<file path="src/hw/rtl/pol_pkg.sv">
// Package for the positional ordered list: sizes, operation and status codes,
// and the control bundle that the top level broadcasts to the cell chain.
// No dependencies.
package pol_pkg;

    localparam int CAPACITY = 16;
    localparam int OP_W     = 2;
    localparam int POS_W    = 5;
    localparam int DATA_W   = 32;
    localparam int STAT_W   = 2;
    localparam int ECNT_W   = 5;
    localparam int CNT_W    = $clog2(CAPACITY + 1);
    localparam int IDX_W    = $clog2(CAPACITY);
    localparam int CMP_W    = (CNT_W > POS_W) ? CNT_W + 1 : POS_W + 1;

    localparam logic [OP_W-1:0] OP_INSERT = 2'd0;
    localparam logic [OP_W-1:0] OP_DELETE = 2'd1;
    localparam logic [OP_W-1:0] OP_DUMP   = 2'd2;

    localparam logic [STAT_W-1:0] ST_OK     = 2'd0;
    localparam logic [STAT_W-1:0] ST_BADPOS = 2'd1;
    localparam logic [STAT_W-1:0] ST_EMPTY  = 2'd2;
    localparam logic [STAT_W-1:0] ST_FULL   = 2'd3;

    localparam logic [1:0] MODE_HOLD   = 2'd0;
    localparam logic [1:0] MODE_INSERT = 2'd1;
    localparam logic [1:0] MODE_DELETE = 2'd2;
    localparam logic [1:0] MODE_ROTATE = 2'd3;

    typedef struct packed {
        logic [1:0]        mode;
        logic [IDX_W-1:0]  pidx;
        logic [IDX_W-1:0]  tail_idx;
        logic [DATA_W-1:0] value;
    } cell_ctl_t;

endpackage

</file>
<file path="src/hw/rtl/pol_ifs.sv">
// Handshake channels of the positional ordered list: request and response.
// Depends on pol_pkg for field widths.
interface pol_req_if;
    logic                            valid;
    logic                            ready;
    logic [pol_pkg::OP_W-1:0]        operation;
    logic [pol_pkg::POS_W-1:0]       position;
    logic signed [pol_pkg::DATA_W-1:0] value;

    modport source (output valid, output operation, output position, output value,
                    input ready);
    modport sink   (input valid, input operation, input position, input value,
                    output ready);
endinterface

interface pol_rsp_if;
    logic                              valid;
    logic                              ready;
    logic [pol_pkg::STAT_W-1:0]        status;
    logic signed [pol_pkg::DATA_W-1:0] entry_value;
    logic [pol_pkg::ECNT_W-1:0]        element_count;
    logic                              last_result;

    modport source (output valid, output status, output entry_value,
                    output element_count, output last_result, input ready);
    modport sink   (input valid, input status, input entry_value,
                    input element_count, input last_result, output ready);
endinterface

</file>
<file path="src/hw/rtl/pol_cell.sv">
// One storage cell of the list chain: holds one entry and loads from its left
// or right neighbor, the new value, or the head cell. Depends on pol_pkg.
module pol_cell
(
    input  logic                       clk,
    input  pol_pkg::cell_ctl_t         ctl,
    input  logic [pol_pkg::IDX_W-1:0]  index,
    input  logic [pol_pkg::DATA_W-1:0] left,
    input  logic [pol_pkg::DATA_W-1:0] right,
    input  logic [pol_pkg::DATA_W-1:0] head,
    output logic [pol_pkg::DATA_W-1:0] data
);

    logic [pol_pkg::DATA_W-1:0] data_reg;
    logic [pol_pkg::DATA_W-1:0] data_next;

    always_comb
    begin
        data_next = data_reg;
        unique case (ctl.mode)
            pol_pkg::MODE_INSERT:
            begin
                if (index > ctl.pidx)
                    data_next = left;
                else if (index == ctl.pidx)
                    data_next = ctl.value;
            end
            pol_pkg::MODE_DELETE:
            begin
                if (index >= ctl.pidx)
                    data_next = right;
            end
            pol_pkg::MODE_ROTATE:
            begin
                // wrap the head around to the current tail
                if (index == ctl.tail_idx)
                    data_next = head;
                else
                    data_next = right;
            end
            default:
            begin
                data_next = data_reg;
            end
        endcase
    end

    always_ff @(posedge clk)
    begin
        data_reg <= data_next;
    end

    assign data = data_reg;

endmodule

</file>
<file path="src/hw/rtl/positional_ordered_list_core.sv">
// Top level of the positional ordered list: request decode, count, dump
// sequencer, response register and the chain of pol_cell entries.
// Depends on pol_pkg, pol_ifs and pol_cell.
//
// Usage:
//   req carries operation, position and value; rsp returns status,
//   entry_value, element_count and last_result, one or more items per request.
//   Insert and delete shift the entries from the position on in the cycle the
//   request is taken; one response item is registered in the next cycle.
//   A dump rotates the chain once per response item, putting out the head
//   entry each time; after count rotations the list is back in order. A dump
//   of n entries gives n items, one per cycle while the receiver takes them.
//   A dump goes to ST_DUMP when taken and registers its first item there;
//   a dump of an empty list gives a single item, as the other requests do.
//   One request is in work at a time: req.ready is high only while no dump
//   runs and the response register is empty or being drained.
//   When rsp.ready is low the response register holds its item and the dump
//   rotation stops until it is taken.
//   Reset empties the list and the response register; entries are not
//   cleared and are never read before being written.
module positional_ordered_list_core
(
    input  logic     clk,
    input  logic     rst_n,
    pol_req_if.sink  req,
    pol_rsp_if.source rsp
);

    localparam logic ST_IDLE = 1'b0;
    localparam logic ST_DUMP = 1'b1;

    logic                         state_reg;
    logic                         state_next;
    logic [pol_pkg::CNT_W-1:0]    count_reg;
    logic [pol_pkg::CNT_W-1:0]    count_next;
    logic [pol_pkg::CNT_W-1:0]    rem_reg;
    logic [pol_pkg::CNT_W-1:0]    rem_next;

    logic                         rsp_valid_reg;
    logic                         rsp_valid_next;
    logic [pol_pkg::STAT_W-1:0]   rsp_status_reg;
    logic [pol_pkg::STAT_W-1:0]   rsp_status_next;
    logic [pol_pkg::DATA_W-1:0]   rsp_value_reg;
    logic [pol_pkg::DATA_W-1:0]   rsp_value_next;
    logic [pol_pkg::CNT_W-1:0]    rsp_count_reg;
    logic [pol_pkg::CNT_W-1:0]    rsp_count_next;
    logic                         rsp_last_reg;
    logic                         rsp_last_next;

    logic                         slot_free;
    logic                         accept;
    logic [pol_pkg::CMP_W-1:0]    pos_ext;
    logic [pol_pkg::CMP_W-1:0]    cnt_ext;
    pol_pkg::cell_ctl_t           ctl;
    logic [pol_pkg::DATA_W-1:0]   cells [pol_pkg::CAPACITY];

    assign slot_free = !rsp_valid_reg || rsp.ready;
    assign req.ready = (state_reg == ST_IDLE) && slot_free;
    assign accept    = req.valid && req.ready;
    assign pos_ext   = pol_pkg::CMP_W'(req.position);
    assign cnt_ext   = pol_pkg::CMP_W'(count_reg);

    always_comb
    begin
        state_next      = state_reg;
        count_next      = count_reg;
        rem_next        = rem_reg;
        rsp_valid_next  = rsp_valid_reg && !rsp.ready;
        rsp_status_next = rsp_status_reg;
        rsp_value_next  = rsp_value_reg;
        rsp_count_next  = rsp_count_reg;
        rsp_last_next   = rsp_last_reg;
        ctl.mode        = pol_pkg::MODE_HOLD;
        ctl.pidx        = pol_pkg::IDX_W'(pos_ext - pol_pkg::CMP_W'(1));
        ctl.tail_idx    = pol_pkg::IDX_W'(count_reg - pol_pkg::CNT_W'(1));
        ctl.value       = req.value;

        unique case (state_reg)
            ST_IDLE:
            begin
                if (accept)
                begin
                    rsp_valid_next  = 1'b1;
                    rsp_value_next  = '0;
                    rsp_last_next   = 1'b1;
                    rsp_count_next  = count_reg;
                    rsp_status_next = pol_pkg::ST_BADPOS;
                    case (req.operation)
                        pol_pkg::OP_INSERT:
                        begin
                            if (count_reg >= pol_pkg::CNT_W'(pol_pkg::CAPACITY))
                                rsp_status_next = pol_pkg::ST_FULL;
                            else if (pos_ext != '0 && pos_ext <= cnt_ext + pol_pkg::CMP_W'(1))
                            begin
                                ctl.mode        = pol_pkg::MODE_INSERT;
                                count_next      = count_reg + pol_pkg::CNT_W'(1);
                                rsp_count_next  = count_next;
                                rsp_status_next = pol_pkg::ST_OK;
                            end
                        end
                        pol_pkg::OP_DELETE:
                        begin
                            if (count_reg == '0)
                                rsp_status_next = pol_pkg::ST_EMPTY;
                            else if (pos_ext != '0 && pos_ext <= cnt_ext)
                            begin
                                ctl.mode        = pol_pkg::MODE_DELETE;
                                count_next      = count_reg - pol_pkg::CNT_W'(1);
                                rsp_count_next  = count_next;
                                rsp_status_next = pol_pkg::ST_OK;
                            end
                        end
                        pol_pkg::OP_DUMP:
                        begin
                            if (count_reg == '0)
                                rsp_status_next = pol_pkg::ST_EMPTY;
                            else
                            begin
                                rsp_valid_next = 1'b0;
                                rem_next       = count_reg;
                                state_next     = ST_DUMP;
                            end
                        end
                        default:
                        begin
                            rsp_status_next = pol_pkg::ST_BADPOS;
                        end
                    endcase
                end
            end
            ST_DUMP:
            begin
                if (slot_free)
                begin
                    ctl.mode        = pol_pkg::MODE_ROTATE;
                    rsp_valid_next  = 1'b1;
                    rsp_status_next = pol_pkg::ST_OK;
                    rsp_value_next  = cells[0];
                    rsp_count_next  = count_reg;
                    rsp_last_next   = (rem_reg == pol_pkg::CNT_W'(1));
                    rem_next        = rem_reg - pol_pkg::CNT_W'(1);
                    if (rem_reg == pol_pkg::CNT_W'(1))
                        state_next = ST_IDLE;
                end
            end
            default:
            begin
                state_next = ST_IDLE;
            end
        endcase
    end

    always_ff @(posedge clk or negedge rst_n)
    begin
        if (!rst_n)
        begin
            state_reg     <= ST_IDLE;
            count_reg     <= '0;
            rem_reg       <= '0;
            rsp_valid_reg <= 1'b0;
        end
        else
        begin
            state_reg     <= state_next;
            count_reg     <= count_next;
            rem_reg       <= rem_next;
            rsp_valid_reg <= rsp_valid_next;
        end
    end

    always_ff @(posedge clk)
    begin
        rsp_status_reg <= rsp_status_next;
        rsp_value_reg  <= rsp_value_next;
        rsp_count_reg  <= rsp_count_next;
        rsp_last_reg   <= rsp_last_next;
    end

    for (genvar i = 0; i < pol_pkg::CAPACITY; i++)
    begin : g_cell
        logic [pol_pkg::DATA_W-1:0] left_data;
        logic [pol_pkg::DATA_W-1:0] right_data;

        if (i == 0)
        begin : g_first
            assign left_data = req.value;
        end
        else
        begin : g_mid_l
            assign left_data = cells[i-1];
        end

        if (i == pol_pkg::CAPACITY - 1)
        begin : g_last
            assign right_data = cells[i];
        end
        else
        begin : g_mid_r
            assign right_data = cells[i+1];
        end

        pol_cell u_cell
        (
            .clk   (clk),
            .ctl   (ctl),
            .index (pol_pkg::IDX_W'(i)),
            .left  (left_data),
            .right (right_data),
            .head  (cells[0]),
            .data  (cells[i])
        );
    end

    assign rsp.valid         = rsp_valid_reg;
    assign rsp.status        = rsp_status_reg;
    assign rsp.entry_value   = rsp_value_reg;
    assign rsp.element_count = pol_pkg::ECNT_W'(rsp_count_reg);
    assign rsp.last_result   = rsp_last_reg;

    a_count_bound: assert property (@(posedge clk) disable iff (!rst_n)
        count_reg <= pol_pkg::CNT_W'(pol_pkg::CAPACITY))
        else $error("list count above capacity");

    a_dump_remaining: assert property (@(posedge clk) disable iff (!rst_n)
        state_reg == ST_DUMP |-> rem_reg != '0 && rem_reg <= count_reg)
        else $error("dump counter out of range");

    a_dump_keeps_count: assert property (@(posedge clk) disable iff (!rst_n)
        state_reg == ST_DUMP |=> count_reg == $past(count_reg))
        else $error("count changed during dump");

    a_no_accept_in_dump: assert property (@(posedge clk) disable iff (!rst_n)
        state_reg == ST_DUMP |-> !req.ready)
        else $error("request taken during dump");

endmodule
</file>
<file path="src/flat_wrapper.sv">
// flat-port wrapper written by rule: the top's interface ports become plain ports
module positional_ordered_list_core_flat 
  (clk, rst_n, req_valid, req_operation, req_position, req_value, req_ready, rsp_valid, rsp_status, rsp_entry_value, rsp_element_count, rsp_last_result, rsp_ready);
  pol_req_if req_i ();
  pol_rsp_if rsp_i ();
  input  logic clk;
  input  logic rst_n;
  input wire logic [$bits(req_i.valid)-1:0] req_valid;
  input wire logic [$bits(req_i.operation)-1:0] req_operation;
  input wire logic [$bits(req_i.position)-1:0] req_position;
  input wire logic [$bits(req_i.value)-1:0] req_value;
  output wire logic [$bits(req_i.ready)-1:0] req_ready;
  output wire logic [$bits(rsp_i.valid)-1:0] rsp_valid;
  output wire logic [$bits(rsp_i.status)-1:0] rsp_status;
  output wire logic [$bits(rsp_i.entry_value)-1:0] rsp_entry_value;
  output wire logic [$bits(rsp_i.element_count)-1:0] rsp_element_count;
  output wire logic [$bits(rsp_i.last_result)-1:0] rsp_last_result;
  input wire logic [$bits(rsp_i.ready)-1:0] rsp_ready;
  assign req_i.valid = req_valid;
  assign req_i.operation = req_operation;
  assign req_i.position = req_position;
  assign req_i.value = req_value;
  assign req_ready = req_i.ready;
  assign rsp_valid = rsp_i.valid;
  assign rsp_status = rsp_i.status;
  assign rsp_entry_value = rsp_i.entry_value;
  assign rsp_element_count = rsp_i.element_count;
  assign rsp_last_result = rsp_i.last_result;
  assign rsp_i.ready = rsp_ready;
  positional_ordered_list_core u_core (.clk(clk), .rst_n(rst_n), .req(req_i), .rsp(rsp_i));
endmodule
</file>
<file path="config.mk">
export PLATFORM = sky130hd
export DESIGN_NAME = positional_ordered_list_core_flat
export DESIGN_NICKNAME = d
export VERILOG_FILES = /design/src/hw/rtl/pol_pkg.sv /design/src/hw/rtl/pol_ifs.sv /design/src/hw/rtl/pol_cell.sv /design/src/hw/rtl/positional_ordered_list_core.sv /design/src/flat_wrapper.sv
export SDC_FILE = /design/constraint.sdc
export NUM_CORES = 1
export LEC_CHECK = 0
export BUFFER_PORTS_ARGS = -buffer_cell sky130_fd_sc_hd__buf_2
export CORE_AREA = 5 5 255 257
export DETAILED_ROUTE_END_ITERATION = 16
export DIE_AREA = 0 0 260 262
export HOLD_SLACK_MARGIN = 0.06
export PLACE_DENSITY_LB_ADDON = 0.08
export RECOVER_POWER = 25
export SLEW_MARGIN = 10
export SYNTH_ARGS = -nofsm -noshare
export SYNTH_HDL_FRONTEND = slang
export SYNTH_HIERARCHICAL = 1
export SYNTH_SLANG_ARGS = --single-unit
</file>
<file path="constraint.sdc">
create_clock -name clk -period 7.2 [get_ports clk]
set_input_delay 1.44 -clock clk [delete_from_list [all_inputs] [get_ports clk]]
set_output_delay 1.44 -clock clk [all_outputs]
set_load 0.01 [all_outputs]
</file>
==> metrics.txt <==
status=complete, but fails checks; core footprint=62500 um2; CTS Sinks=564; busiest layer in global routing=met2; clk_lat worst skew=660 ps; Slew headroom=-1.070; Routed WL per cell=26.29 um; GRT Total Usage=0.3266; switching pwr=8.147 mW; root buffer cell=clkbuf_16; Post-synth top flop=edfxtp_1; commonest non-fill, non-tap cell in the layout=edfxtp_1; period utilization=0.8646; post-cts hold buffer count=0; max-slew violation count=115; initial antenna violation count=6; Netlist cell types=51; measured slew at the worst slew-check pin=3105 ps; failing checks=max-capacitance violations, max-slew violations; Starting Density=0.6312; M2 GR Usage=0.5276; non-filler instance count after layout=4365; YS warnings=6; CP Class=register to register; PwrDens=455.4 nW/um2; final worst slack=974.7 ps; Die Span Y=262 um; Reg area=16880 um2; Worst-path clk slew=60 ps; Post-Synth XOR/XNOR Area=0.01620; synth-to-layout area growth=8.667%; Power Total=19.52 mW; port bufs=84; Worst IR Drop VDD=314.8 uV; post-synthesis compound-gate area fraction=0.2409; multi-input logic area=21480 um2; switching share of power=0.4173; Largest register FFs=512; Post-synth ARST share=0.02128; share of cells above drive strength 1=0.2077; most frequent cells in the layout=edfxtp_1 (552), a21oi_1 (536), nand2b_1 (515); Cell Area, Synth=39460 um2; final hold violations=0; post-synthesis average cell area=11.63 um2; clock tree from TritonCTS=yes; Filler cells=4664; met3 usage=0.05688; area share of and/or/nand/nor cells after synthesis=0.1113; full die area=68120 um2; largest family of logic cells by synthesized area=compound AO/OA/AOI/OAI gates; CP startpoint kind=register; # placed instances=4246; Final ANT Viol Nets=0; Via density=6.713; Post-synth EDFFs=552; Seq pwr share=0.362; GRT Residual Overflow=0; I/O pins=85; Via Count=29301; Worst setup EP type=register; M1 GR Usage=0.4474; Std-Cell Rows=92; HP Class=register to register; multiplexer share of the synthesized area=0.1304; clock network power share=0.173; minimum clock period=6225 ps; core occupancy in the finished layout=0.6859; RSZ-0062 raised after global routing=false; post-DP HPWL=64380 um; Final #Nets=3586; total negative setup slack=0 ps; area share of fa/ha/maj cells after synthesis=0.02943; gpl congestion=0.8304; TritonCTS Buffers=60; #FFs+latches synth=564; pin count of the biggest net entering global routing=210; H-tree levels=2; CP max FO=55; drt first pass iters=6; P_leak=13.78 nW; vias in the first global route=29063; Crit path required time=7530 ps; max cap viols=4; Max Clock Skew=26.76 ps; register area share after synthesis=0.4277; Fmax=0.1606 GHz; post-CTS sizing=0; dpl ws=1385 ps; 1st-iter DRT viols=3474; final setup fails=0; Comb pwr share=0.465; postcts setup bufs=0; # DRC=0; Int Power=11.38 mW; Routed WL=114800 um; die width=260 um; Bufs on Longest Clock Path=3; Post-Synthesis Cells=3393; WP data arrival=6550 ps; first-pass GRT wire length=173800 um
[metal layers]
metal	wire (um)	vias up
met5	15	-
met2	52640	1377
met3	10110	287
met4	4794	2
li1	-	12906
met1	47190	14729
[per-stage QoR]
step	area, um2	hold WS [ps]
after floorplan	39930	531.0
after global routing	42860	645.2
after detailed placement	40790	588.8
after global placement	40790	556.9
final	42870	598.4
after CTS	42920	600.8
[cells by family (layout without fill, tap and decap cells)]
kind of cell / count (synthesis) / count (layout)
xor+xnor: 73 / 73
buf+inv: 347 / 342
other cells: 2 / 133
simple gates: 677 / 677
mux: 514 / 514
flops: 564 / 564
fa+ha+maj: 96 / 96
compound gates: 1120 / 1120
[worst paths after layout]
check	from	slack, ps	endpoint	depth (start not counted)
setup / recovery	u_core/state_reg$_DFF_PN0_	970	u_core/g_cell[3].u_cell/data[16]$_DFFE_PP_	5
hold / removal	u_core/rem_reg[4]$_DFFE_PN0P_	600	u_core/rem_reg[4]$_DFFE_PN0P_	2
setup reg to reg	u_core/state_reg$_DFF_PN0_	970	u_core/g_cell[3].u_cell/data[16]$_DFFE_PP_	5
hold reg to reg	u_core/rem_reg[4]$_DFFE_PN0P_	600	u_core/rem_reg[4]$_DFFE_PN0P_	2
max in group asynchronous	rst_n	5920	u_core/state_reg$_DFF_PN0_	1
min in group asynchronous	rst_n	810	u_core/rsp.valid$_DFF_PN0_	1
[final cells by class]
class                           count  share of cell area
Multi-Input combinational cell   2608              0.5011
Antenna cell                        5           0.0002918
Clock inverter                     40             0.01141
Timing Repair Buffer              148             0.02346
Clock buffer                       73             0.03835
Tap cell                          846             0.02469
Inverter                           81            0.007091
Sequential cell                   564              0.3936
[power groups by stage]
| stage | combinational, mW | clock, mW | sequential, mW |
|---|---|---|---|
| global route | 9.65 | 3.55 | 7.24 |
| floorplan | 6.80 | 0 | 6.72 |
| detailed placement | 8.97 | 0 | 7.08 |
| CTS | 8.99 | 3.42 | 7.03 |
| global placement | 8.60 | 0 | 7.01 |
| finish | 9.08 | 3.38 | 7.07 |
[synth_stat cells, types with 2 or more instances]
cell type    n  area (um2)
a21oi_1    539        2698
o211ai_1    18       135.1
buf_2       53       265.3
conb_1       2       7.510
dfrtp_1     12       300.3
o21ai_1      8       40.04
nand3_1     24       120.1
mux2i_1    514        5145
nor3b_1      2       15.01
nor4_4      16       340.3
a31oi_1      2       12.51
nand2_1     26       97.59
xor2_1      51       446.7
buf_6       48       540.5
edfxtp_1   552       16580
a22oi_1     32       240.2
inv_1       81       304.0
o2bb2ai_1    2       17.52
and2_1      33       206.5
nand2b_1   515        3222
nor2_1       8       30.03
xnor2_1     22       192.7
nor3_1       6       30.03
o21a_1       2       15.01
a21boi_2    16       180.2
o21ai_0      6       30.03
o22a_1       2       17.52
a22oi_2    481        6018
nor2b_1     19       118.9
ha_1        80        1001
maj3_1      16       160.2
clkbuf_1   165       619.3
nor4b_2      2       30.03
nand4_1     18       112.6
o22ai_1      4       25.02
[critical path, stage by stage (launching register included)]
cell      delay [ps]
dfrtp_2          340
clkbuf_1        2180
inv_1            640
a21oi_4          750
maj3_1          1480
buf_4            490
Power figures use the tool's default switching activity.
